`config.mk`:
```
export PLATFORM = sky130hd
export DESIGN_NAME = step_spike_detector_flat
export DESIGN_NICKNAME = d
export VERILOG_FILES = /design/src/ssd_pkg.sv /design/src/ssd_in_if.sv /design/src/ssd_out_if.sv /design/src/ssd_axis_store.sv /design/src/ssd_mul.sv /design/src/ssd_isqrt.sv /design/src/step_spike_detector.sv /design/src/flat_wrapper.sv
export SDC_FILE = /design/constraint.sdc
export NUM_CORES = 2
export LEC_CHECK = 0
export BUFFER_PORTS_ARGS = -buffer_cell sky130_fd_sc_hd__buf_2
export CAP_MARGIN = 30
export CELL_PAD_IN_SITES_DETAIL_PLACEMENT = 0
export CELL_PAD_IN_SITES_GLOBAL_PLACEMENT = 2
export CORE_AREA = 2 2 361 363
export DETAILED_ROUTE_END_ITERATION = 10
export DIE_AREA = 0 0 363 365
export PLACE_DENSITY = 0.87
export SETUP_SLACK_MARGIN = 0.3
export SLEW_MARGIN = 5
export SYNTH_ARGS = -nofsm -noshare
export SYNTH_HDL_FRONTEND = slang
export SYNTH_HIERARCHICAL = 1
export SYNTH_SLANG_ARGS = --single-unit
```
`constraint.sdc`:
```
create_clock -name i_clk -period 7.4 [get_ports i_clk]
set_input_delay 1.48 -clock i_clk [delete_from_list [all_inputs] [get_ports i_clk]]
set_output_delay 1.48 -clock i_clk [all_outputs]
set_load 0.01 [all_outputs]
```
`src/ssd_pkg.sv`:
```
// ----------------------------------------------------------------------------
// ssd_pkg
// Shared widths, constants and types of the step spike detector.
// ----------------------------------------------------------------------------
package ssd_pkg;

    // window depths
    localparam int AXIS_WINDOW = 6;
    localparam int MAG_WINDOW  = 16;

    // field widths
    localparam int ACCEL_W    = 13;
    localparam int MAG_W      = 13;
    localparam int THR_W      = 13;
    localparam int CD_W       = 8;
    localparam int CFG_IDX_W  = 1;
    localparam int CFG_DATA_W = 13;

    localparam int AXES       = 3;
    localparam int AXIS_IDX_W = 2;
    localparam int ABS_MAX    = 4096;
    localparam int MAG_MAX    = 7094;

    // running sums and write positions
    localparam int SUM_W  = $clog2(AXIS_WINDOW * ABS_MAX + 1);
    localparam int APOS_W = (AXIS_WINDOW > 1) ? $clog2(AXIS_WINDOW) : 1;
    localparam int MSUM_W = $clog2(MAG_WINDOW * MAG_MAX + 1);
    localparam int MPOS_W = (MAG_WINDOW > 1) ? $clog2(MAG_WINDOW) : 1;

    // reciprocals for the truncating means
    localparam int K_A     = SUM_W + $clog2(AXIS_WINDOW) + 1;
    localparam int RECIP_A = ((2 ** K_A) + AXIS_WINDOW - 1) / AXIS_WINDOW;
    localparam int RA_W    = K_A + 1;
    localparam int K_M     = MSUM_W + $clog2(MAG_WINDOW) + 1;
    localparam int RECIP_M = ((2 ** K_M) + MAG_WINDOW - 1) / MAG_WINDOW;
    localparam int RM_W    = K_M + 1;

    // sum of squares and root
    localparam int SQ_W   = 26;
    localparam int ROOT_W = SQ_W / 2;
    localparam int RCNT_W = $clog2(ROOT_W + 1);

    // shared multiplier
    localparam int MA_W0 = (SUM_W > MSUM_W) ? SUM_W : MSUM_W;
    localparam int MA_W  = (MA_W0 > MAG_W) ? MA_W0 : MAG_W;
    localparam int MB_W0 = (RA_W > RM_W) ? RA_W : RM_W;
    localparam int MB_W  = (MB_W0 > MAG_W) ? MB_W0 : MAG_W;
    localparam int P_W   = MA_W + MB_W;

    // register reset values
    localparam logic [THR_W-1:0] THR_RESET = 13'd100;
    localparam logic [CD_W-1:0]  CD_RESET  = 8'd10;

    typedef enum logic [CFG_IDX_W-1:0] {
        CFG_PEAK_THRESHOLD,
        CFG_COOLDOWN_RELOAD
    } t_cfg_idx;

    typedef enum logic {
        OP_PUSH,
        OP_EVAL
    } t_op;

    typedef logic signed [ACCEL_W-1:0] t_accel;
    typedef logic [MAG_W-1:0]          t_mag;
    typedef logic [SUM_W-1:0]          t_axis_sum;
    typedef logic [APOS_W-1:0]         t_apos;
    typedef logic [MSUM_W-1:0]         t_msum;
    typedef logic [MPOS_W-1:0]         t_mpos;
    typedef logic [SQ_W-1:0]           t_sumsq;
    typedef logic [ROOT_W-1:0]         t_root;
    typedef logic [MA_W-1:0]           t_mul_a;
    typedef logic [MB_W-1:0]           t_mul_b;
    typedef logic [P_W-1:0]            t_prod;

    typedef struct packed {
        logic   en;
        t_accel x;
        t_accel y;
        t_accel z;
    } t_push;

endpackage

```
`src/ssd_in_if.sv`:
```
// ----------------------------------------------------------------------------
// ssd_in_if
// Input channel: push or evaluate requests with three axis samples.
// ----------------------------------------------------------------------------
interface ssd_in_if;
    logic            valid;
    logic            ready;
    logic            operation;
    ssd_pkg::t_accel accel_x;
    ssd_pkg::t_accel accel_y;
    ssd_pkg::t_accel accel_z;

    modport source (output valid, operation, accel_x, accel_y, accel_z, input ready);
    modport sink   (input valid, operation, accel_x, accel_y, accel_z, output ready);
endinterface

```
`src/ssd_out_if.sv`:
```
// ----------------------------------------------------------------------------
// ssd_out_if
// Output channel: step flag, magnitude and baseline.
// ----------------------------------------------------------------------------
interface ssd_out_if;
    logic          valid;
    logic          ready;
    logic          step_detected;
    ssd_pkg::t_mag current_magnitude;
    ssd_pkg::t_mag baseline_magnitude;

    modport source (output valid, step_detected, current_magnitude, baseline_magnitude,
                    input ready);
    modport sink   (input valid, step_detected, current_magnitude, baseline_magnitude,
                    output ready);
endinterface

```
`src/ssd_axis_store.sv`:
```
// ----------------------------------------------------------------------------
// ssd_axis_store
// Three sliding windows of absolute axis values with running sums.
// ----------------------------------------------------------------------------
module ssd_axis_store (
    input  logic               i_clk,
    input  logic               i_rst_n,
    input  ssd_pkg::t_push     i_push,
    output ssd_pkg::t_axis_sum o_sums [ssd_pkg::AXES]
);

    ssd_pkg::t_mag      r_win [ssd_pkg::AXES][ssd_pkg::AXIS_WINDOW];
    ssd_pkg::t_axis_sum r_sum [ssd_pkg::AXES];
    ssd_pkg::t_apos     r_pos;
    ssd_pkg::t_apos     n_pos;
    ssd_pkg::t_mag      w_abs [ssd_pkg::AXES];

    function automatic ssd_pkg::t_mag abs13(input ssd_pkg::t_accel v);
        ssd_pkg::t_mag u;
        u = ssd_pkg::t_mag'(v);
        return u[ssd_pkg::MAG_W-1] ? (~u + 1'b1) : u;
    endfunction

    always_comb begin
        w_abs[0] = abs13(i_push.x);
        w_abs[1] = abs13(i_push.y);
        w_abs[2] = abs13(i_push.z);
        n_pos    = (r_pos == ssd_pkg::t_apos'(ssd_pkg::AXIS_WINDOW - 1)) ? '0 : r_pos + 1'b1;
    end

    always_ff @(posedge i_clk) begin
        if (!i_rst_n) begin
            r_pos <= '0;
            for (int a = 0; a < ssd_pkg::AXES; a++) begin
                r_sum[a] <= '0;
                for (int i = 0; i < ssd_pkg::AXIS_WINDOW; i++) begin
                    r_win[a][i] <= '0;
                end
            end
        end else if (i_push.en) begin
            r_pos <= n_pos;
            for (int a = 0; a < ssd_pkg::AXES; a++) begin
                r_win[a][r_pos] <= w_abs[a];
                r_sum[a]        <= r_sum[a] - ssd_pkg::t_axis_sum'(r_win[a][r_pos])
                                   + ssd_pkg::t_axis_sum'(w_abs[a]);
            end
        end
    end

    assign o_sums = r_sum;

endmodule

```
`src/ssd_mul.sv`:
```
// ----------------------------------------------------------------------------
// ssd_mul
// Shared registered multiplier for reciprocal means and squares.
// ----------------------------------------------------------------------------
module ssd_mul (
    input  logic            i_clk,
    input  ssd_pkg::t_mul_a i_a,
    input  ssd_pkg::t_mul_b i_b,
    output ssd_pkg::t_prod  o_prod
);

    ssd_pkg::t_prod r_prod;

    always_ff @(posedge i_clk) begin
        r_prod <= ssd_pkg::t_prod'(i_a) * ssd_pkg::t_prod'(i_b);
    end

    assign o_prod = r_prod;

endmodule

```
`src/ssd_isqrt.sv`:
```
// ----------------------------------------------------------------------------
// ssd_isqrt
// Iterative floor square root, one root bit per cycle.
// ----------------------------------------------------------------------------
module ssd_isqrt (
    input  logic            i_clk,
    input  logic            i_rst_n,
    input  logic            i_start,
    input  ssd_pkg::t_sumsq i_radicand,
    output logic            o_done,
    output ssd_pkg::t_root  o_root
);

    localparam int RW = ssd_pkg::ROOT_W + 2;

    logic [RW-1:0]                 r_rem;
    ssd_pkg::t_root                r_root;
    ssd_pkg::t_sumsq               r_x;
    logic [ssd_pkg::RCNT_W-1:0]    r_cnt;
    logic                          r_done;
    logic [RW-1:0]                 w_rem_sh;
    logic [RW-1:0]                 w_trial;
    logic                          w_fit;

    always_comb begin
        w_rem_sh = {r_rem[RW-3:0], r_x[ssd_pkg::SQ_W-1 -: 2]};
        w_trial  = {r_root, 2'b01};
        w_fit    = (w_rem_sh >= w_trial);
    end

    always_ff @(posedge i_clk) begin
        if (!i_rst_n) begin
            r_cnt  <= '0;
            r_done <= 1'b0;
        end else begin
            if (i_start) begin
                r_rem  <= '0;
                r_root <= '0;
                r_x    <= i_radicand;
                r_cnt  <= ssd_pkg::RCNT_W'(ssd_pkg::ROOT_W);
                r_done <= 1'b0;
            end else if (r_cnt != '0) begin
                r_rem  <= w_fit ? (w_rem_sh - w_trial) : w_rem_sh;
                r_root <= {r_root[ssd_pkg::ROOT_W-2:0], w_fit};
                r_x    <= {r_x[ssd_pkg::SQ_W-3:0], 2'b00};
                r_cnt  <= r_cnt - 1'b1;
                r_done <= (r_cnt == ssd_pkg::RCNT_W'(1));
            end else begin
                r_done <= 1'b0;
            end
        end
    end

    assign o_done = r_done;
    assign o_root = r_root;

endmodule

```
`src/step_spike_detector.sv`:
```
// ----------------------------------------------------------------------------
// step_spike_detector
// Step detector on the spike of averaged acceleration magnitude over baseline.
//
// Input channel i_in carries an operation and three signed axis samples; a
// push stores the absolute axis values, an evaluate computes the magnitude,
// the baseline and the step flag. Every input transaction gives exactly one
// output transaction on o_out (a push gives all-zero fields).
// A push's result is valid in the cycle after its acceptance.
// An evaluate uses the shared multiplier for the three axis means and
// squares, takes thirteen root steps in the square root unit, and then
// updates the magnitude window, forms its mean and makes the step
// decision before the next acceptance is possible.
// One transaction is in work at a time; i_in.ready is high only while idle
// and the output register is free or being emptied in the same cycle.
// If the receiver stalls, the finished result waits in the output register
// and the block holds the next evaluate before its final write.
// Configuration writes via i_cfg_we/i_cfg_idx/i_cfg_data are taken at once.
// Synchronous reset clears all windows and running sums, loads the register
// defaults and the cooldown counter, and empties the output register.
// ----------------------------------------------------------------------------
module step_spike_detector (
    input  logic                           i_clk,
    input  logic                           i_rst_n,
    ssd_in_if.sink                         i_in,
    ssd_out_if.source                      o_out,
    input  logic                           i_cfg_we,
    input  ssd_pkg::t_cfg_idx              i_cfg_idx,
    input  logic [ssd_pkg::CFG_DATA_W-1:0] i_cfg_data
);

    typedef enum logic [3:0] {
        S_IDLE,
        S_DIV,
        S_SQ,
        S_ACC,
        S_SQRT_GO,
        S_SQRT,
        S_MAG,
        S_MDIV,
        S_MRES
    } t_state;

    t_state                         r_state, n_state;
    logic [ssd_pkg::AXIS_IDX_W-1:0] r_axis_idx, n_axis_idx;
    ssd_pkg::t_sumsq                r_sumsq, n_sumsq;
    ssd_pkg::t_mag                  r_mag, n_mag;
    ssd_pkg::t_msum                 r_msum, n_msum;
    ssd_pkg::t_mpos                 r_mpos, n_mpos;
    logic                           r_was_over, n_was_over;
    logic [ssd_pkg::CD_W-1:0]       r_cooldown, n_cooldown;
    logic                           r_out_valid, n_out_valid;
    logic                           r_out_step, n_out_step;
    ssd_pkg::t_mag                  r_out_mag, n_out_mag;
    ssd_pkg::t_mag                  r_out_base, n_out_base;
    logic [ssd_pkg::THR_W-1:0]      r_thr;
    logic [ssd_pkg::CD_W-1:0]       r_reload;
    ssd_pkg::t_mag                  r_mwin [ssd_pkg::MAG_WINDOW];

    ssd_pkg::t_push                 w_push;
    ssd_pkg::t_axis_sum             w_sums [ssd_pkg::AXES];
    ssd_pkg::t_axis_sum             w_sum_sel;
    ssd_pkg::t_mul_a                w_mul_a;
    ssd_pkg::t_mul_b                w_mul_b;
    ssd_pkg::t_prod                 w_prod;
    ssd_pkg::t_mag                  w_mean;
    ssd_pkg::t_mag                  w_base;
    ssd_pkg::t_root                 w_root;
    logic                           w_sqrt_start;
    logic                           w_sqrt_done;
    logic                           w_out_free;
    logic                           w_accept;
    logic                           w_over;
    logic [ssd_pkg::CD_W-1:0]       w_cd_dec;
    logic                           w_step;

    ssd_axis_store u_store (
        .i_clk   (i_clk),
        .i_rst_n (i_rst_n),
        .i_push  (w_push),
        .o_sums  (w_sums)
    );

    ssd_mul u_mul (
        .i_clk  (i_clk),
        .i_a    (w_mul_a),
        .i_b    (w_mul_b),
        .o_prod (w_prod)
    );

    ssd_isqrt u_isqrt (
        .i_clk      (i_clk),
        .i_rst_n    (i_rst_n),
        .i_start    (w_sqrt_start),
        .i_radicand (r_sumsq),
        .o_done     (w_sqrt_done),
        .o_root     (w_root)
    );

    // handshake and datapath selects
    always_comb begin
        w_out_free   = !r_out_valid || o_out.ready;
        i_in.ready   = (r_state == S_IDLE) && w_out_free;
        w_accept     = i_in.valid && i_in.ready;
        w_push.en    = w_accept && (i_in.operation == ssd_pkg::OP_PUSH);
        w_push.x     = i_in.accel_x;
        w_push.y     = i_in.accel_y;
        w_push.z     = i_in.accel_z;
        w_sqrt_start = (r_state == S_SQRT_GO);

        case (r_axis_idx)
            2'd0:    w_sum_sel = w_sums[0];
            2'd1:    w_sum_sel = w_sums[1];
            2'd2:    w_sum_sel = w_sums[2];
            default: w_sum_sel = '0;
        endcase

        w_mean = w_prod[ssd_pkg::K_A +: ssd_pkg::MAG_W];
        w_base = w_prod[ssd_pkg::K_M +: ssd_pkg::MAG_W];

        case (r_state)
            S_DIV: begin
                w_mul_a = ssd_pkg::t_mul_a'(w_sum_sel);
                w_mul_b = ssd_pkg::t_mul_b'(ssd_pkg::RECIP_A);
            end
            S_SQ: begin
                w_mul_a = ssd_pkg::t_mul_a'(w_mean);
                w_mul_b = ssd_pkg::t_mul_b'(w_mean);
            end
            S_MDIV: begin
                w_mul_a = ssd_pkg::t_mul_a'(r_msum);
                w_mul_b = ssd_pkg::t_mul_b'(ssd_pkg::RECIP_M);
            end
            default: begin
                w_mul_a = '0;
                w_mul_b = '0;
            end
        endcase

        w_over   = {1'b0, r_mag} > ({1'b0, w_base} + {1'b0, r_thr});
        w_cd_dec = (r_cooldown != '0) ? r_cooldown - 1'b1 : r_cooldown;
        w_step   = w_over && !r_was_over && (w_cd_dec == '0);
    end

    // sequencer next state
    always_comb begin
        n_state     = r_state;
        n_axis_idx  = r_axis_idx;
        n_sumsq     = r_sumsq;
        n_mag       = r_mag;
        n_msum      = r_msum;
        n_mpos      = r_mpos;
        n_was_over  = r_was_over;
        n_cooldown  = r_cooldown;
        n_out_valid = r_out_valid && !o_out.ready;
        n_out_step  = r_out_step;
        n_out_mag   = r_out_mag;
        n_out_base  = r_out_base;

        case (r_state)
            S_IDLE: begin
                if (w_accept) begin
                    if (i_in.operation == ssd_pkg::OP_PUSH) begin
                        n_out_valid = 1'b1;
                        n_out_step  = 1'b0;
                        n_out_mag   = '0;
                        n_out_base  = '0;
                    end else begin
                        n_state    = S_DIV;
                        n_axis_idx = '0;
                        n_sumsq    = '0;
                    end
                end
            end
            S_DIV: n_state = S_SQ;
            S_SQ:  n_state = S_ACC;
            S_ACC: begin
                n_sumsq = r_sumsq + w_prod[ssd_pkg::SQ_W-1:0];
                if (r_axis_idx == ssd_pkg::AXIS_IDX_W'(ssd_pkg::AXES - 1)) begin
                    n_state = S_SQRT_GO;
                end else begin
                    n_axis_idx = r_axis_idx + 1'b1;
                    n_state    = S_DIV;
                end
            end
            S_SQRT_GO: n_state = S_SQRT;
            S_SQRT: begin
                if (w_sqrt_done) begin
                    n_mag   = ssd_pkg::t_mag'(w_root);
                    n_state = S_MAG;
                end
            end
            S_MAG: begin
                n_msum  = r_msum - ssd_pkg::t_msum'(r_mwin[r_mpos])
                          + ssd_pkg::t_msum'(r_mag);
                n_mpos  = (r_mpos == ssd_pkg::t_mpos'(ssd_pkg::MAG_WINDOW - 1)) ?
                          '0 : r_mpos + 1'b1;
                n_state = S_MDIV;
            end
            S_MDIV: n_state = S_MRES;
            S_MRES: begin
                if (w_out_free) begin
                    n_out_valid = 1'b1;
                    n_out_step  = w_step;
                    n_out_mag   = r_mag;
                    n_out_base  = w_base;
                    n_was_over  = w_over;
                    n_cooldown  = w_step ? r_reload : w_cd_dec;
                    n_state     = S_IDLE;
                end
            end
            default: n_state = S_IDLE;
        endcase
    end

    always_ff @(posedge i_clk) begin
        if (!i_rst_n) begin
            r_state     <= S_IDLE;
            r_axis_idx  <= '0;
            r_msum      <= '0;
            r_mpos      <= '0;
            r_was_over  <= 1'b0;
            r_cooldown  <= ssd_pkg::CD_RESET;
            r_out_valid <= 1'b0;
        end else begin
            r_state     <= n_state;
            r_axis_idx  <= n_axis_idx;
            r_msum      <= n_msum;
            r_mpos      <= n_mpos;
            r_was_over  <= n_was_over;
            r_cooldown  <= n_cooldown;
            r_out_valid <= n_out_valid;
        end
        r_sumsq    <= n_sumsq;
        r_mag      <= n_mag;
        r_out_step <= n_out_step;
        r_out_mag  <= n_out_mag;
        r_out_base <= n_out_base;
    end

    // magnitude window
    always_ff @(posedge i_clk) begin
        if (!i_rst_n) begin
            for (int i = 0; i < ssd_pkg::MAG_WINDOW; i++) begin
                r_mwin[i] <= '0;
            end
        end else if (r_state == S_MAG) begin
            r_mwin[r_mpos] <= r_mag;
        end
    end

    // configuration registers
    always_ff @(posedge i_clk) begin
        if (!i_rst_n) begin
            r_thr    <= ssd_pkg::THR_RESET;
            r_reload <= ssd_pkg::CD_RESET;
        end else if (i_cfg_we) begin
            case (i_cfg_idx)
                ssd_pkg::CFG_PEAK_THRESHOLD:  r_thr    <= i_cfg_data;
                ssd_pkg::CFG_COOLDOWN_RELOAD: r_reload <= i_cfg_data[ssd_pkg::CD_W-1:0];
                default: ;
            endcase
        end
    end

    assign o_out.valid              = r_out_valid;
    assign o_out.step_detected      = r_out_step;
    assign o_out.current_magnitude  = r_out_mag;
    assign o_out.baseline_magnitude = r_out_base;

    a_step_above_base: assert property (@(posedge i_clk) disable iff (!i_rst_n)
        o_out.valid && o_out.step_detected |->
            o_out.current_magnitude > o_out.baseline_magnitude)
        else $error("step reported without magnitude above baseline");

    a_accept_progress: assert property (@(posedge i_clk) disable iff (!i_rst_n)
        w_accept |=> (r_state != S_IDLE) || r_out_valid)
        else $error("accepted transaction neither in work nor delivered");

    a_result_range: assert property (@(posedge i_clk) disable iff (!i_rst_n)
        o_out.valid |->
            (o_out.current_magnitude <= ssd_pkg::t_mag'(ssd_pkg::MAG_MAX)) &&
            (o_out.baseline_magnitude <= ssd_pkg::t_mag'(ssd_pkg::MAG_MAX)))
        else $error("magnitude or baseline out of range");

endmodule

```
`src/flat_wrapper.sv`:
```
// flat-port wrapper written by rule: the top's interface ports become plain ports
module step_spike_detector_flat 
  (i_clk, i_rst_n, i_cfg_we, i_cfg_idx, i_cfg_data, i_in_valid, i_in_operation, i_in_accel_x, i_in_accel_y, i_in_accel_z, i_in_ready, o_out_valid, o_out_step_detected, o_out_current_magnitude, o_out_baseline_magnitude, o_out_ready);
  ssd_in_if i_in_i ();
  ssd_out_if o_out_i ();
  input  logic i_clk;
  input  logic i_rst_n;
  input  logic i_cfg_we;
  input  ssd_pkg::t_cfg_idx i_cfg_idx;
  input  logic [ssd_pkg::CFG_DATA_W-1:0] i_cfg_data;
  input wire logic [$bits(i_in_i.valid)-1:0] i_in_valid;
  input wire logic [$bits(i_in_i.operation)-1:0] i_in_operation;
  input wire logic [$bits(i_in_i.accel_x)-1:0] i_in_accel_x;
  input wire logic [$bits(i_in_i.accel_y)-1:0] i_in_accel_y;
  input wire logic [$bits(i_in_i.accel_z)-1:0] i_in_accel_z;
  output wire logic [$bits(i_in_i.ready)-1:0] i_in_ready;
  output wire logic [$bits(o_out_i.valid)-1:0] o_out_valid;
  output wire logic [$bits(o_out_i.step_detected)-1:0] o_out_step_detected;
  output wire logic [$bits(o_out_i.current_magnitude)-1:0] o_out_current_magnitude;
  output wire logic [$bits(o_out_i.baseline_magnitude)-1:0] o_out_baseline_magnitude;
  input wire logic [$bits(o_out_i.ready)-1:0] o_out_ready;
  assign i_in_i.valid = i_in_valid;
  assign i_in_i.operation = i_in_operation;
  assign i_in_i.accel_x = i_in_accel_x;
  assign i_in_i.accel_y = i_in_accel_y;
  assign i_in_i.accel_z = i_in_accel_z;
  assign i_in_ready = i_in_i.ready;
  assign o_out_valid = o_out_i.valid;
  assign o_out_step_detected = o_out_i.step_detected;
  assign o_out_current_magnitude = o_out_i.current_magnitude;
  assign o_out_baseline_magnitude = o_out_i.baseline_magnitude;
  assign o_out_i.ready = o_out_ready;
  step_spike_detector u_core (.i_clk(i_clk), .i_rst_n(i_rst_n), .i_in(i_in_i), .o_out(o_out_i), .i_cfg_we(i_cfg_we), .i_cfg_idx(i_cfg_idx), .i_cfg_data(i_cfg_data));
endmodule
```
==> run summary <==
========================================================================================
Run status                                                                  complete, no violations
Design internal power                                                            8.32 mW
Worst Skew                                                                     0.0750 ns
Pwr per Cell Area                                                             221 nW/µm²
Buffer levels on the longest clock path                                                3
Antenna Cells                                                                          0
Sequential share of power                                                          40.7%
Path type of the worst min-delay path                                       register to register
Mean cell area of the mapped netlist                                            10.6 µm²
Clock H-tree levels                                                                    3
Number of CTS-inserted buffers                                                        81
Setup TNS                                                                           0 ns
Uppermost layer routed                                                              met4
RePlAce Congestion                                                                 0.875
Worst setup timing slack at the placement stage                                 0.219 ns
Setup ws final                                                                  0.537 ns
Number of detailed-route iterations in the first pass                                  7
Initial antenna violation count                                                        6
Detail Placement HPWL                                                            94.4 mm
Post-DRT Antenna Nets                                                                  0
Count of buffers from port buffering                                                  87
Final worst path period need                                                     6.86 ns
Portion of the clock cycle consumed by the worst path in the final layout          92.7%
Static power due to leakage                                                      22.5 nW
Endpoints failing setup                                                                0
Latest clock arrival within the worst-skew pair                                  0.67 ns
Via count of the first global-routing pass                                         34262
First-pass GRT wire length                                                        203 mm
Area growth from synthesis to layout                                               12.1%
Routed via count                                                                   34223
Hold violation total from the final report                                             0
Fraction of power spent switching nets                                             31.3%
Residual DRC count                                                                     0
Timing-limited maximum frequency                                                 146 MHz
Site row count                                                                       132
Final Non-Filler Cells                                                              6472
Warning count from the yosys run                                                       6
Synthesized instance count                                                          4627
Met1 routed wirelength after detailed routing                                    59.6 mm
Largest net degree at the start of global routing                                     61
Chip width                                                                        363 µm
Combinational power share                                                          26.2%
CP Launch Type                                                                  register
Clock-pin transition on the worst setup and hold timing paths                    0.08 ns
Routed wl met2                                                                   60.4 mm
Critical path endpoint category                                                 register
Total die area                                                                132000 µm²
Number of maximum-capacitance constraint violations                                    0
Post-Route WL                                                                     130 mm
Synthesized area                                                               49000 µm²
Arrival time of data at the critical path endpoint                               7.39 ns
First DRT Iteration DRCs                                                            2865
Layout Nets                                                                         5389
Critical Path RT                                                                 7.93 ns
Die Y                                                                             365 µm
CORE AREA                                                                     129000 µm²
Maximum resistive drop on vdd                                                 0.000161 V
Starting density of the core                                                       38.1%
Total overflow reported by the global router                                           0
Number of fill cells in the layout                                                 12166
# IOs                                                                                 88
Unrepaired setup endpoints after global routing                                     true
Sum of met3 wire segment lengths after detailed routing                          7.28 mm
Cts hold-fix bufs                                                                      0
Root buffer selected by CTS                                                 sky130_fd_sc_hd__clkbuf_16
Clock tree from TritonCTS                                                          built
Number of vias per cell after detailed routing                                      5.29
Dpl cells                                                                           6297
Commonest non-fill, non-tap cell in the layout                              sky130_fd_sc_hd__inv_1
Gr usage total                                                                     19.6%
Worst R2R Path Depth                                                                  24
Worst relative slew slack                                                          35.7%
Number of cells traversed by the worst hold path                                       0
Worst slew pin tran                                                             0.965 ns
Worst Path Class, Setup                                                     register to register
Crit path max fanout                                                                  17
Sinks on Clock Net                                                                   710
Share of total power in the clock network                                          33.1%
Switch Pwr                                                                       3.80 mW
Commonest cells after routing, fill and taps aside                          sky130_fd_sc_hd__inv_1 (589), sky130_fd_sc_hd__edfxtp_1 (560), sky130_fd_sc_hd__nand2_1 (473)
Share of cells above drive strength 1                                              12.5%
Slew Limit Fails                                                                       0
Wire per inst                                                                    20.1 µm
========================================================================================
[sequential cells by signal, summed over array words and instances (netlist names), 8 cells and up, named ones only]
register and cells:
u_core/o_out.baseline_magnitude 13, u_core/r_mag 13, u_core/u_isqrt/o_root 13, u_core/u_mul/o_prod 35
u_core/r_thr 13, u_core/u_store/o_sums 45, u_core/r_reload 8, u_core/r_msum 17
u_core/u_isqrt/r_rem 13, u_core/r_sumsq 26, u_core/r_cooldown 8, u_core/o_out.current_magnitude 13
u_core/u_store/r_win 234, u_core/r_mwin 208, u_core/u_isqrt/r_x 26
[critical path: stages, from the launching register on]
cell and delay, ns:
sky130_fd_sc_hd__dfxtp_1 0.35, sky130_fd_sc_hd__or3_1 0.40, sky130_fd_sc_hd__or2_4 0.31, sky130_fd_sc_hd__buf_4 0.17, sky130_fd_sc_hd__o211ai_1 0.21, sky130_fd_sc_hd__buf_4 0.20, sky130_fd_sc_hd__buf_4 0.24, sky130_fd_sc_hd__nand2_1 0.11
sky130_fd_sc_hd__fa_1 0.51, sky130_fd_sc_hd__inv_1 0.06, sky130_fd_sc_hd__fa_1 0.57, sky130_fd_sc_hd__fa_1 0.44, sky130_fd_sc_hd__fa_1 0.48, sky130_fd_sc_hd__fa_1 0.53, sky130_fd_sc_hd__inv_1 0.07, sky130_fd_sc_hd__fa_1 0.48
sky130_fd_sc_hd__inv_1 0.04, sky130_fd_sc_hd__ha_2 0.33, sky130_fd_sc_hd__a21oi_2 0.24, sky130_fd_sc_hd__o21ai_4 0.10, sky130_fd_sc_hd__a311oi_2 0.21, sky130_fd_sc_hd__a21oi_2 0.10, sky130_fd_sc_hd__a311oi_4 0.32, sky130_fd_sc_hd__o41ai_2 0.11
sky130_fd_sc_hd__xor2_1 0.15
[metal layers]
metal,up-vias,track usage [%]
li1,15855,-
met1,17259,27.9
met2,957,31.5
met3,152,2.63
met4,0,4.72
met5,-,0
[through the flow]
step | cell area [µm²] | util [%] | power [mW] | hold slack (ns)
global route | 54900 | 42.7 | 12.8 | 0.467
floorplan | 49200 | - | 7.29 | 0.426
global placement | 51700 | 40.2 | 8.12 | 0.432
finish | 54900 | 42.7 | 12.1 | 0.453
detailed placement | 51900 | 40.3 | 8.15 | 0.434
CTS | 54500 | 42.4 | 12.2 | 0.450
[final cells by class]
cell class / count / area [µm²] / share of cell area [%]
clock buffer: 101 / 2110 / 3.85
inverter: 605 / 2270 / 4.13
sequential: 710 / 19800 / 36.1
clock inverter: 48 / 538 / 0.979
timing repair buffer: 241 / 1740 / 3.18
multi-input combinational: 3092 / 26300 / 47.9
tap: 1675 / 2100 / 3.82
[worst paths after layout]
| kind | from | slack [ns] | endpoint |
|---|---|---|---|
| worst max-delay path | u_core/r_state[3] | 0.54 | u_core/u_mul/o_prod[34] |
| worst min-delay path | u_core/u_isqrt/o_root[9] | 0.45 | u_core/r_mag[9] |
| worst max register to register | u_core/r_state[3] | 0.54 | u_core/u_mul/o_prod[34] |
| worst min register to register | u_core/u_isqrt/o_root[9] | 0.45 | u_core/r_mag[9] |
[power by group through the flow]
stage          sequential [mW]  combinational (mW)  clock, mW
6_report                  4.94                3.18       4.01
5_1_grt                   4.97                3.59       4.26
4_1_cts                   4.95                3.14       4.10
3_5_place_dp              5.03                3.12          0
3_3_place_gp              5.03                3.09          0
2_1_floorplan             4.89                2.40          0
[timing repair]
item,CTS,global route
setup buffers,0,19
endpoints found under the setup margin,2,15
gates resized for setup,2,48
pin swaps,2,20
gates cloned,0,5
Note: power is estimated with default switching activity, not from simulation.
